--- src/hw/rtl/bounded_fifo_evict_oldest_defines.svh ---
// assertion macros for the bounded fifo with eviction
// no dependencies; included by files that carry assertions
`ifndef BOUNDED_FIFO_EVICT_OLDEST_DEFINES_SVH
`define BOUNDED_FIFO_EVICT_OLDEST_DEFINES_SVH

`ifndef ASSERT_OFF
`define BFEO_ASSERT(lbl, clk, rst, prop, msg) \
  lbl: assert property (@(posedge clk) disable iff (rst) (prop)) else $error(msg);
`define BFEO_ASSERT_IMPL(lbl, clk, rst, ante, cons, msg) \
  lbl: assert property (@(posedge clk) disable iff (rst) (ante) |-> (cons)) else $error(msg);
`define BFEO_ASSERT_NEXT(lbl, clk, rst, ante, cons, msg) \
  lbl: assert property (@(posedge clk) disable iff (rst) (ante) |=> (cons)) else $error(msg);
`else
`define BFEO_ASSERT(lbl, clk, rst, prop, msg)
`define BFEO_ASSERT_IMPL(lbl, clk, rst, ante, cons, msg)
`define BFEO_ASSERT_NEXT(lbl, clk, rst, ante, cons, msg)
`endif

`endif

--- src/hw/rtl/bfeo_pkg.sv ---
// shared constants, codes and types of the bounded fifo with eviction
// no dependencies
package bfeo_pkg;

  localparam int DEPTH    = 32;
  localparam int ID_W     = 16;
  localparam int IDX_W    = $clog2(DEPTH);
  localparam int CNT_W    = $clog2(DEPTH + 1);
  localparam int LIMIT_W  = 6;
  localparam int OCC_W    = 6;
  localparam int ADDR_W   = 3;
  localparam int DATA_W   = 32;

  localparam logic [LIMIT_W-1:0] LIMIT_RESET = LIMIT_W'(32);

  // register index, taken from paddr[2]
  localparam logic REG_QUEUE_LIMIT = 1'b0;

  localparam logic CMD_ENQUEUE = 1'b0;
  localparam logic CMD_REMOVE  = 1'b1;

  localparam logic KIND_EVICT  = 1'b0;
  localparam logic KIND_STATUS = 1'b1;

  typedef enum logic [2:0] {
    S_IDLE,
    S_ENQ,
    S_MATCH,
    S_REMOVE,
    S_STATUS
  } state_t;

  typedef struct packed {
    logic load_in;
    logic do_evict;
    logic do_append;
    logic do_match;
    logic do_remove;
    logic emit_evict;
    logic emit_status;
  } ctrl_cmd_t;

  typedef struct packed {
    logic lim_zero;
    logic at_limit;
    logic any_match;
    logic out_free;
  } dp_stat_t;

endpackage

--- src/hw/rtl/bfeo_ctrl.sv ---
// controller state machine of the bounded fifo with eviction
// depends on bfeo_pkg
module bfeo_ctrl (
  input  logic                clk,
  input  logic                rst,
  input  logic                in_valid,
  input  logic                command,
  output logic                in_stall,
  input  bfeo_pkg::dp_stat_t  stat,
  output bfeo_pkg::ctrl_cmd_t cmd
);

  bfeo_pkg::state_t state, state_next;

  always_ff @(posedge clk) begin
    if (rst) begin
      state <= bfeo_pkg::S_IDLE;
    end else begin
      state <= state_next;
    end
  end

  always_comb begin
    state_next = state;
    case (state)
      bfeo_pkg::S_IDLE: begin
        if (in_valid) begin
          state_next = (command == bfeo_pkg::CMD_REMOVE) ? bfeo_pkg::S_MATCH : bfeo_pkg::S_ENQ;
        end
      end
      bfeo_pkg::S_ENQ: begin
        if (stat.lim_zero || !stat.at_limit) begin
          state_next = bfeo_pkg::S_STATUS;
        end
      end
      bfeo_pkg::S_MATCH:  state_next = bfeo_pkg::S_REMOVE;
      bfeo_pkg::S_REMOVE: state_next = bfeo_pkg::S_STATUS;
      bfeo_pkg::S_STATUS: begin
        if (stat.out_free) begin
          state_next = bfeo_pkg::S_IDLE;
        end
      end
      default: state_next = bfeo_pkg::S_IDLE;
    endcase
  end

  always_comb begin
    cmd      = '0;
    in_stall = 1'b1;
    case (state)
      bfeo_pkg::S_IDLE: begin
        in_stall    = 1'b0;
        cmd.load_in = in_valid;
      end
      bfeo_pkg::S_ENQ: begin
        if (!stat.lim_zero) begin
          if (stat.at_limit) begin
            cmd.do_evict   = stat.out_free;
            cmd.emit_evict = stat.out_free;
          end else begin
            cmd.do_append = 1'b1;
          end
        end
      end
      bfeo_pkg::S_MATCH:  cmd.do_match = 1'b1;
      bfeo_pkg::S_REMOVE: cmd.do_remove = 1'b1;
      bfeo_pkg::S_STATUS: cmd.emit_status = stat.out_free;
      default: cmd = '0;
    endcase
  end

endmodule

--- src/hw/rtl/bfeo_dp.sv ---
// datapath of the bounded fifo with eviction: shift chain, match vector,
// fill count and output register; depends on bfeo_pkg and the defines header
`include "bounded_fifo_evict_oldest_defines.svh"

module bfeo_dp (
  input  logic                         clk,
  input  logic                         rst,
  input  logic [bfeo_pkg::ID_W-1:0]    item_id,
  input  logic [bfeo_pkg::CNT_W-1:0]   eff_limit,
  input  bfeo_pkg::ctrl_cmd_t          cmd,
  output bfeo_pkg::dp_stat_t           stat,
  output logic                         out_valid,
  input  logic                         out_stall,
  output logic                         kind,
  output logic [bfeo_pkg::ID_W-1:0]    evicted_id,
  output logic                         found,
  output logic [bfeo_pkg::OCC_W-1:0]   occupancy,
  output logic                         last
);

  logic [bfeo_pkg::ID_W-1:0]  entry [bfeo_pkg::DEPTH];
  logic [bfeo_pkg::ID_W-1:0]  id_reg;
  logic [bfeo_pkg::CNT_W-1:0] count;
  logic [bfeo_pkg::DEPTH-1:0] match_vec;
  logic [bfeo_pkg::DEPTH-1:0] shift_mask;
  logic                       found_reg;
  logic                       hit;

  // entries at and above the first match move down by one
  always_comb begin
    for (int i = 0; i < bfeo_pkg::DEPTH; i++) begin
      shift_mask[i] = |(match_vec & ({bfeo_pkg::DEPTH{1'b1}} >> (bfeo_pkg::DEPTH - 1 - i)));
    end
  end

  assign hit            = |match_vec;
  assign stat.any_match = hit;
  assign stat.lim_zero  = (eff_limit == '0);
  assign stat.at_limit  = (count >= eff_limit);
  assign stat.out_free  = !out_valid || !out_stall;

  always_ff @(posedge clk) begin
    if (cmd.load_in) begin
      id_reg <= item_id;
    end
    if (cmd.do_evict) begin
      for (int i = 0; i < bfeo_pkg::DEPTH - 1; i++) begin
        entry[i] <= entry[i+1];
      end
    end
    if (cmd.do_append) begin
      entry[count[bfeo_pkg::IDX_W-1:0]] <= id_reg;
    end
    if (cmd.do_remove && hit) begin
      for (int i = 0; i < bfeo_pkg::DEPTH - 1; i++) begin
        if (shift_mask[i]) begin
          entry[i] <= entry[i+1];
        end
      end
    end
    if (cmd.do_match) begin
      for (int i = 0; i < bfeo_pkg::DEPTH; i++) begin
        match_vec[i] <= (entry[i] == id_reg) && (bfeo_pkg::CNT_W'(i) < count);
      end
    end
  end

  always_ff @(posedge clk) begin
    if (rst) begin
      count     <= '0;
      found_reg <= 1'b0;
    end else begin
      if (cmd.load_in) begin
        found_reg <= 1'b0;
      end else if (cmd.do_remove && hit) begin
        found_reg <= 1'b1;
      end
      if (cmd.do_evict || (cmd.do_remove && hit)) begin
        count <= count - 1'b1;
      end else if (cmd.do_append) begin
        count <= count + 1'b1;
      end
    end
  end

  // result register
  always_ff @(posedge clk) begin
    if (rst) begin
      out_valid <= 1'b0;
    end else if (cmd.emit_evict || cmd.emit_status) begin
      out_valid <= 1'b1;
    end else if (!out_stall) begin
      out_valid <= 1'b0;
    end
  end

  always_ff @(posedge clk) begin
    if (cmd.emit_evict) begin
      kind       <= bfeo_pkg::KIND_EVICT;
      evicted_id <= entry[0];
      found      <= 1'b0;
      occupancy  <= '0;
      last       <= 1'b0;
    end else if (cmd.emit_status) begin
      kind       <= bfeo_pkg::KIND_STATUS;
      evicted_id <= '0;
      found      <= found_reg;
      occupancy  <= bfeo_pkg::OCC_W'(count);
      last       <= 1'b1;
    end
  end

  `BFEO_ASSERT(a_count_max, clk, rst, count <= bfeo_pkg::CNT_W'(bfeo_pkg::DEPTH), "fill count above depth")
  `BFEO_ASSERT_IMPL(a_emit_free, clk, rst, cmd.emit_evict || cmd.emit_status, stat.out_free, "result written over a waiting result")
  `BFEO_ASSERT_IMPL(a_evict_nonempty, clk, rst, cmd.do_evict, count != '0, "eviction from an empty queue")
  `BFEO_ASSERT_NEXT(a_remove_count, clk, rst, cmd.do_remove && hit, count == $past(count) - 1'b1, "remove did not shrink the queue")

endmodule

--- src/hw/rtl/bounded_fifo_evict_oldest.sv ---
// Bounded FIFO of 16-bit identifiers (32 entries) that evicts its oldest
// entries. An enqueue transaction (command 0) first evicts head entries while
// the occupancy is at or above queue_limit, returning one eviction report
// (kind 0) per entry, then appends the id; with queue_limit 0 nothing is
// stored. A remove transaction (command 1) deletes the first entry equal to
// item_id and closes the gap, keeping order. Each transaction ends with a
// status result (kind 1, last 1) carrying found and the new occupancy.
// Limits above 32 act as 32. An enqueue steps through load, evictions and
// append, then status; a remove steps through load, compare, compaction and
// status. An eviction or the status waits while the result register is held
// by out_stall; otherwise the controller steps the shift-register chain one
// operation per cycle. One transaction is worked on at a time; the next one is
// accepted while the final status still waits in the output register.
// queue_limit sits at byte address 0 of the register port (bits 5:0).
// depends on bfeo_pkg, bfeo_ctrl and bfeo_dp
module bounded_fifo_evict_oldest (
  input  logic                          clk,
  input  logic                          rst,
  // register port
  input  logic                          psel,
  input  logic                          penable,
  input  logic                          pwrite,
  input  logic [bfeo_pkg::ADDR_W-1:0]   paddr,
  input  logic [bfeo_pkg::DATA_W-1:0]   pwdata,
  output logic [bfeo_pkg::DATA_W-1:0]   prdata,
  output logic                          pready,
  // command transactions
  input  logic                          in_valid,
  output logic                          in_stall,
  input  logic                          command,
  input  logic [bfeo_pkg::ID_W-1:0]     item_id,
  // result transactions
  output logic                          out_valid,
  input  logic                          out_stall,
  output logic                          kind,
  output logic [bfeo_pkg::ID_W-1:0]     evicted_id,
  output logic                          found,
  output logic [bfeo_pkg::OCC_W-1:0]    occupancy,
  output logic                          last
);

  logic [bfeo_pkg::LIMIT_W-1:0] queue_limit;
  logic [bfeo_pkg::CNT_W-1:0]   eff_limit;
  bfeo_pkg::ctrl_cmd_t          cmd;
  bfeo_pkg::dp_stat_t           stat;

  // register port: no wait states, word select on paddr[2]
  assign pready = 1'b1;

  always_ff @(posedge clk) begin
    if (rst) begin
      queue_limit <= bfeo_pkg::LIMIT_RESET;
    end else if (psel && penable && pwrite && pready
                 && (paddr[2] == bfeo_pkg::REG_QUEUE_LIMIT)) begin
      queue_limit <= pwdata[bfeo_pkg::LIMIT_W-1:0];
    end
  end

  always_comb begin
    prdata = '0;
    if (paddr[2] == bfeo_pkg::REG_QUEUE_LIMIT) begin
      prdata = bfeo_pkg::DATA_W'(queue_limit);
    end
  end

  // limit saturates at the store depth so the store never overflows
  assign eff_limit = (queue_limit > bfeo_pkg::LIMIT_W'(bfeo_pkg::DEPTH))
                   ? bfeo_pkg::CNT_W'(bfeo_pkg::DEPTH)
                   : bfeo_pkg::CNT_W'(queue_limit);

  bfeo_ctrl u_ctrl (
    .clk      (clk),
    .rst      (rst),
    .in_valid (in_valid),
    .command  (command),
    .in_stall (in_stall),
    .stat     (stat),
    .cmd      (cmd)
  );

  bfeo_dp u_dp (
    .clk        (clk),
    .rst        (rst),
    .item_id    (item_id),
    .eff_limit  (eff_limit),
    .cmd        (cmd),
    .stat       (stat),
    .out_valid  (out_valid),
    .out_stall  (out_stall),
    .kind       (kind),
    .evicted_id (evicted_id),
    .found      (found),
    .occupancy  (occupancy),
    .last       (last)
  );

endmodule

--- config.mk ---
export PLATFORM = sky130hd
export DESIGN_NAME = bounded_fifo_evict_oldest
export DESIGN_NICKNAME = d
export VERILOG_FILES = /design/src/hw/rtl/bfeo_pkg.sv /design/src/hw/rtl/bfeo_ctrl.sv /design/src/hw/rtl/bfeo_dp.sv /design/src/hw/rtl/bounded_fifo_evict_oldest.sv
export VERILOG_INCLUDE_DIRS = /design/src /design/src/hw/rtl
export SDC_FILE = /design/constraint.sdc
export NUM_CORES = 1
export LEC_CHECK = 0
export BUFFER_PORTS_ARGS = -buffer_cell sky130_fd_sc_hd__buf_2
export CORE_ASPECT_RATIO = 0.8
export CORE_UTILIZATION = 50
export CTS_CLUSTER_DIAMETER = 50
export CTS_CLUSTER_SIZE = 25
export DETAILED_ROUTE_END_ITERATION = 10
export GPL_TIMING_DRIVEN = 0
export PLACE_DENSITY = 0.71
export RECOVER_POWER = 100
export SYNTH_ARGS = -nofsm -noshare
export SYNTH_HDL_FRONTEND = slang
export SYNTH_HIERARCHICAL = 1
export SYNTH_SLANG_ARGS = --single-unit
--- constraint.sdc ---
create_clock -name clk -period 6.45 [get_ports clk]
set_clock_uncertainty 0.15 [all_clocks]
set_input_delay 0 -clock clk [delete_from_list [all_inputs] [get_ports clk]]
set_output_delay 0 -clock clk [all_outputs]
set_load 0.05 [all_outputs]
After elaboration in Yosys (flattened, before gate mapping)
Memories as Yosys holds them, arrays and structs flattened.
Index checks and enable logic that the tools add are counted.
- register bits after elaboration: 89
- RAM bits: 512
- input bits: 59
- output and inout bits: 60
- logic and storage cells: 356
- memories: 1
- add/subtract/negate cells: 2
- magnitude comparators: 34
- equality and inequality tests: 40
- muxes and demuxes: 155
- bitwise logic cells: 32
- reductions and logical operators: 81
- memories (memory ; words ; bits a word ; read ports ; clocked after memory_dff ; write ports ; RTL line ; source):
    u_dp.entry ; 32 ; 16 ; 32 ; 0 ; 31 ; bfeo_dp.sv:21 ; logic [bfeo_pkg::ID_W-1:0] entry [bfeo_pkg::DEPTH];
- operator list (cell ; count):
    2-to-1 mux 16 bit ; 34
    equality test 16 bit ; 32
    2-to-1 mux 1 bit ; 109
    less-than comparator 5 x 6 -> 1 bit, first input constant ; 16
    less-than comparator 4 x 6 -> 1 bit, first input constant ; 8
    logical AND 1 bit ; 36
    OR reduction 16 bit ; 2
    OR reduction 32 bit ; 1
    OR 1 bit ; 31
    OR reduction 31 bit ; 1
    OR reduction 30 bit ; 1
    OR reduction 29 bit ; 1
    OR reduction 28 bit ; 1
    OR reduction 27 bit ; 1
    OR reduction 26 bit ; 1
    OR reduction 25 bit ; 1
    less-than comparator 3 x 6 -> 1 bit, first input constant ; 4
    2-to-1 mux 6 bit ; 4
    OR reduction 24 bit ; 1
    OR reduction 23 bit ; 1
    OR reduction 22 bit ; 1
    OR reduction 21 bit ; 1
    OR reduction 20 bit ; 1
    OR reduction 19 bit ; 1
    other kinds (38) ; 54

Logic depth before layout (Yosys ltp)
Gate-level depths: netlist of the first run.
- word-level depth: 10
- gate-level depth with buffers: 20
- gate-level depth less buffers: 17

Modules after synthesis
The synthesis of the first run kept the hierarchy.
- modules (own cells, without submodules) (module ; instances ; cells each ; area an instance (um^2) ; sequential area each (um^2)):
    bfeo_dp ; 1 ; 2308 ; 32397.3 ; 17616.9
    bounded_fifo_evict_oldest ; 1 ; 68 ; 573.0 ; 120.1
    bfeo_ctrl ; 1 ; 27 ; 221.5 ; 60.1

Worst setup path before layout of the first run
No wires, ideal clock.
- path type: register to register
- start point: reg u_dp/count[0] in the netlist's numbering
- end point: mem u_dp/entry[3][0] in the netlist's numbering (enable)
- setup time: 0.447 ns
- data arrival time: 4.301 ns
- required time: 5.853 ns
- slack: 1.552 ns
- stages on the path, launching flop included: 21
- buffers on the path: 3
- clock period less this slack: 4.898 ns
- cell sequence: dfxtp_1 -> inv_1 -> ha_1 -> nand2b_1 -> a21o_1 -> a21o_1 -> a21oi_1 -> nor2b_1 -> o21ai_0 -> nand2b_1 -> nor4_1 -> inv_1 -> a21oi_1 -> nand4_1 -> nor3_1 -> and3_1 -> buf_6 -> buf_12 -> nand4_4 -> buf_6 -> o311ai_0
- RTL lines (item ; RTL line ; source):
    start: declaration ; bfeo_dp.sv:23 ; logic [bfeo_pkg::CNT_W-1:0] count;
    start signal: assignment ; bfeo_dp.sv:79 ; count <= count - 1'b1;
    start signal: assignment ; bfeo_dp.sv:81 ; count <= count + 1'b1;
    end: declaration ; bfeo_dp.sv:21 ;

==> run metrics, run 1 <==
metal2 WL 50.7 mm; type of the worst min-delay path in -> reg; initial antenna violation count 14; total gr overflow 0; total CTS buffers 54; P_sw 2.98 mW; Critical Path End Type flop; Core Area 65,700 um^2; Metal-1 WL 47.8 mm; fin crit period 6.22 ns; top layer in use met4; Worst-Skew Late Latency 0.64 ns; die area 67,400 um^2; R2R setup slack 0.23 ns; drt first-iter violations between 3,000 and 4,000; drt pass-1 iters 5; VDD IR max about 0.21 mV; startpoint types flop; WS Path Type reg -> reg; chip width 290 um; actual slew at the worst max-slew pin slightly above 2 ns; postcts setup bufs 0; Post-route DRC 0; via count 22,900; nets between 2,000 and 3,000; Largest Register u_dp/entry; CTS tree yes; status complete, but fails checks; largest net degree at the start of global routing 21; Internal 6.69 mW; initial core utilization 50.5%; Worst Path Max Fanout 16; wirelength, routed between 100 and 150 mm; final hold slack 0.126 ns; Combinational Power Share 16.1%; Syn Std Cell Area about 33,000 um^2; clk slew on worst S/H paths 0.08 ns; Power per Cell Area 262 nW/um^2; Ys Warns 6; RSZ-0062 raised after global routing false; Max-Cap Viols 15; sw frac 30.8%; GPL Wtd Cong 1.10; Layout area overhead 11.2%; Syn Area/Cell 13.8 um^2; failing checks capacitance limit, slew limit; die height around 230 um; max_slew headroom -36.8%; total negative slack 0 ns; row cnt 84; Longest Clk Path Bufs 3; Final Util 56.2%; number of flip-flops in the largest register 512; Flop pwr share a little under half; layout cells sized above 1 21.8%; CTS root buf clkbuf_16; Final Max Tran Viols approximately 140; Worst EP required 6.56 ns; clk sinks 601; Critical Path AT between 6 and 7 ns; met3 wire length 18.1 mm; first-pass GRT wire length 170 mm; Routed Antenna Nets 0; Pleak roughly 12 nW; WL/cell about 35 um; Largest regs u_dp/entry: 512 flops, u_dp/match_vec: 32 flops; Total GRT Usage 36.5%; Final HPWL DP between 80 and 90 mm; io pins 119; PortBufs 63; htree depth 2; Vias/cell between 6 and 7; Clock Power Share a little under two fifths; Synth Instances roughly 2,400; Max Fclk 0.161 GHz; final count of hold timing violations 0; vias in the first global route 21,800; Final Cycle Share 96.4%; Setup violations, final 0
## path summary, 6_finish.rpt
check | startpoint | end | cells past startpoint
worst max register to register | u_dp/count[0]$_SDFFE_PP0P_ | u_dp/entry[14][14]$_DFFE_PP_ | 19
worst min-delay path | out_stall | u_dp/out_valid$_SDFFE_PP0P_ | 4
worst max-delay path | u_dp/count[0]$_SDFFE_PP0P_ | u_dp/entry[14][14]$_DFFE_PP_ | 19
worst min register to register | u_dp/id_reg[10]$_DFFE_PP_ | u_dp/entry[31][10]$_DFFE_PP_ | 0
## worst max-delay path: stages (launching register included)
cell and delay (ns):
dfxtp_1 0.55, inv_1 0.23, ha_1 0.31, nand2b_1 0.14, a21o_1 0.17, a21o_1 0.17, a21oi_1 0.14, nor2b_1 0.05
o21ai_0 0.15, nand2b_1 0.15, nor4_2 0.58, inv_1 0.23, a21oi_1 0.17, nand4_1 0.15, nor3_1 0.57, and3_1 0.29
buf_6 0.18, nand4_1 0.40, clkbuf_1 0.38, nand3_1 0.66
## metrics by stage
stage / instance area (um^2) / total power [mW] / setup WS, ns / cells
after floorplan: 33300 / 5.48 / 1.55 / 2426
after global placement: 34700 / 6.09 / 0.0709 / 3349
after detailed placement: 34900 / 6.13 / 0.302 / 3363
after CTS: 37400 / 9.66 / 0.261 / 3517
after global routing: 36900 / 9.85 / 0.0562 / 3520
final: 36900 / 9.67 / 0.232 / 3527
## cells in the final DEF, fill, tap and decap left out, types with 9 or more instances in the layout
master,n
ha_1,12
and2_0,12
dlygate4sd3_1,52
nand2b_1,14
nor4_1,95
inv_1,19
inv_8,13
mux2i_1,13
clkbuf_2,16
mux2_4,10
conb_1,27
o21ai_0,31
buf_6,18
nand4_1,66
mux2_1,187
nor3_1,24
dfxtp_1,25
nand3_1,29
a21oi_1,39
buf_4,35
clkbuf_16,57
xor2_1,329
edfxtp_1,576
clkbuf_1,132
nand2_1,31
and3_1,15
mux2_2,299
diode_2,9
nor2_1,53
buf_1,31
xnor2_1,188
buf_2,57
## metal layers
metal / vias to the layer above / global-route usage [%]
li1: 9261 / -
met1: 11500 / 49.7
met2: 1846 / 52.2
met3: 349 / 11.3
met4: 0 / 18.7
met5: - / 0
## area by class of cell
type	count	area [um^2]
clock inverters	44	529
clock buffers	58	1430
repair buffers	130	952
well taps	860	1080
multi-input cells	1587	13900
plain buffers	218	1160
flip-flops and latches	601	17800
inverters	20	75.1
fillers	5350	28800
diodes	9	22.5
## repair_timing
action,4_1_cts,5_1_grt
hold buffers,52,0
endpoints found under the hold margin,53,0
setup endpoints to repair,0,346
resized for setup,0,1
## power groups by stage
stage               combinational [mW]  sequential (mW)  clock [mW]
finish                            1.56             4.55        3.56
detailed placement                1.50             4.63           0
floorplan                        0.836             4.64           0
global placement                  1.46             4.63           0
global route                      1.57             4.56        3.73
CTS                               1.53             4.54        3.59
Power figures use the tool's default switching activity.
==> run 2: changes to the inputs <==
- CORE_UTILIZATION: 50 -> 30
- PLACE_DENSITY: 0.71 -> 0.49
==> run metrics, run 2 (synthesis gave the netlist of run 1 again) <==
CTS tree yes; R2R Path Start u_dp/count[1]$_SDFFE_PP0P_; io pins 119 (unchanged); initial antenna violation count 19 (+5); RSZ-0062 raised after global routing false; Largest Register u_dp/entry; # fillers 10,700 (+100%); die height 299 um (+29%); Critical Path End Type flop; fin worst setup slack -0.148 ns (-0.381 ns); final non-filler cell area 37,800 um^2 (+2.6%); wirelength, routed 143 mm (+16%); drt pass-1 iters 6 (+1); Critical Path AT 6.81 ns (+0.49 ns); Layout area overhead 14.0%; GPL Wtd Cong 0.984 (-11%); WL/cell 34.9 um (-0.75%); Worst Path Max Fanout 11 (-5); via count 22,700 (-1.3%); startpoint types flop; type of the worst min-delay path in -> reg; vias in the first global route 22,000 (+0.66%); Total GRT Usage 25.1% (-11 points); VDD IR max 0.181 mV (-12%); commonest non-fill, non-tap cell in the layout edfxtp_1; Hold Crit Start in_valid; WS Path Type reg -> reg; Post-route DRC 0 (unchanged); actual slew at the worst max-slew pin 1.86 ns (-0.194 ns); chip width 374 um (+29%); most frequent cells in the layout edfxtp_1 (576), xor2_1 (329), mux2_2 (303); Worst-Skew Late Latency 0.67 ns (+0.03 ns); postcts setup bufs 0 (unchanged); clk sinks 601 (unchanged); Largest regs u_dp/entry: 512 flops, u_dp/match_vec: 32 flops; WHS Path Cells 3 (-1); met3 wire length 14.6 mm (-19%); Max-Cap Viols 6 (-9); area post-placement 35,600 um^2 (+2.0%); largest net degree at the start of global routing 20 (-4.8%); FF-to-FF path depth 16 (-3); first-pass GRT wire length 192 mm (+13%); Setup violations, final 387 (+387); PortBufs 63 (unchanged); number of flip-flops in the largest register 512 (unchanged); Final HPWL DP 98.8 mm (+16%); Pleak 12.6 nW (+1.0%); Core Area 109,000 um^2 (+66%); Routed Antenna Nets 0 (unchanged); total CTS buffers 61 (+13%); pre-CTS setup slack -0.665 ns (-0.967 ns); layout cells sized above 1 23.9% (+2.1 points); Power per Cell Area 262 nW/um^2 (about the same); initial core utilization 30.4% (-20 points); total gr overflow 0 (unchanged); R2R setup slack -0.15 ns (-0.38 ns); Vias/cell 5.51 (-15%); failing checks capacitance limit, slew limit, setup timing; Metal-1 WL 64.4 mm (+35%); metal2 WL 60.0 mm (+18%); max_slew headroom -23.8% (+13 points); Worst EP required 6.66 ns (+0.10 ns); status complete, but fails checks; total negative slack -25.90 ns (-25.90 ns); Longest Clk Path Bufs 3 (unchanged); Hold EP u_ctrl/state[2]$_SDFFE_PP0P_; Layout Cells excl Fill 4,113 (+17%); htree depth 2 (unchanged); fin crit period 6.60 ns (+0.381 ns); Final Cycle Share 102% (+5.9 points); Max Fclk 0.152 GHz (-5.8%); worst r2r dst u_dp/entry[27][5]$_DFFE_PP_; drt first-iter violations 2,788 (-21%); Total Power 9.91 mW (+2.5%); placed cell count 3,930 (+17%); Final Max Tran Viols 71 (-50%); nets 2,689 (+0.22%); top layer in use met4; die area 112,000 um^2 (+66%); row cnt 108 (+29%); final count of hold timing violations 0 (unchanged); clk slew on worst S/H paths 0.07 ns (about the same); CTS root buf clkbuf_16
[run 2: changes by cell type in the layout (fill, tap and decap cells not counted), sizes merged]
cell,change
buf,-5
bufinv,-2
clkbuf,+12
clkinv,+6
dlygate4sd3,+1
diode,+7
inv,-3
[run 2: worst max-delay path, cell delays in order, from the launching register on]
cell and delay (ns):
dfxtp_1 0.53, clkbuf_1 0.98, inv_1 0.55, ha_1 0.42, clkbuf_1 0.46, nand2_1 0.37, o32ai_1 0.12, a41oi_1 0.44
a21oi_1 0.10, nor3_2 0.28, and3_1 0.31, buf_6 0.22, buf_8 0.26, nand3_4 0.18, buf_6 0.23, o211ai_1 0.32
buf_4 0.33
[run 2: what timing repair did]
action,CTS,global route
endpoints found under the setup margin,726,384
cloned,0,0
hold endpoints to repair,54,0
pin swaps,0,0
gates resized for setup,5,11
hold buffers,53,0
[run 2: routing by layer]
metal / GRT usage (%) / up-vias
met5: 0 / -
met2: 36.7 / 1323
li1: - / 9297
met1: 36.7 / 11900
met4: 7.38 / 0
met3: 5.69 / 177
[run 2: per-stage QoR]
step	hold slack [ns]	utilization, %
final	0.0744	34.7
after floorplan	-0.0732	-
after global placement	0.0284	32.4
after global routing	0.0831	34.7
after detailed placement	0.0288	32.7
after CTS	0.0393	35.0
[run 2: worst max-delay path by stage]
| stage | startpoint | end | depth (start not counted) |
|---|---|---|---|
| 3_5_place_dp | u_dp/count[0]$_SDFFE_PP0P_ | u_dp/entry[6][10]$_DFFE_PP_ | 19 |
| 4_1_cts | u_dp/count[0]$_SDFFE_PP0P_ | u_dp/entry[7][13]$_DFFE_PP_ | 16 |
| 3_3_place_gp | u_dp/count[0]$_SDFFE_PP0P_ | u_dp/entry[1][7]$_DFFE_PP_ | 20 |
| 6_report | u_dp/count[1]$_SDFFE_PP0P_ | u_dp/entry[27][5]$_DFFE_PP_ | 16 |
| 5_1_grt | u_dp/count[0]$_SDFFE_PP0P_ | u_dp/entry[14][14]$_DFFE_PP_ | 19 |
| 2_1_floorplan | u_dp/count[0]$_SDFFE_PP0P_ | u_dp/entry[3][0]$_DFFE_PP_ | 20 |
[run 2: final cells by class]
class	count	area, um^2	area share [%]
inverter	20	75.1	0.198
buffer	218	1160	3.06
multi-input combinational	1587	14000	37.0
antenna	16	40.0	0.106
timing repair buffer	129	937	2.48
clock inverter	45	452	1.19
sequential	601	17800	47.0
tap	1430	1790	4.73
clock buffer	67	1580	4.17
[run 2: where the power goes]
| group | leakage (nW) | internal (mW) | total [mW] | switching [mW] |
|---|---|---|---|---|
| clock | 0.994 | 1.89 | 3.70 | 1.82 |
| combinational | 6.14 | 0.422 | 1.65 | 1.23 |
| sequential | 5.43 | 4.44 | 4.56 | 0.121 |
| total | 12.6 | 6.75 | 9.91 | 3.16 |
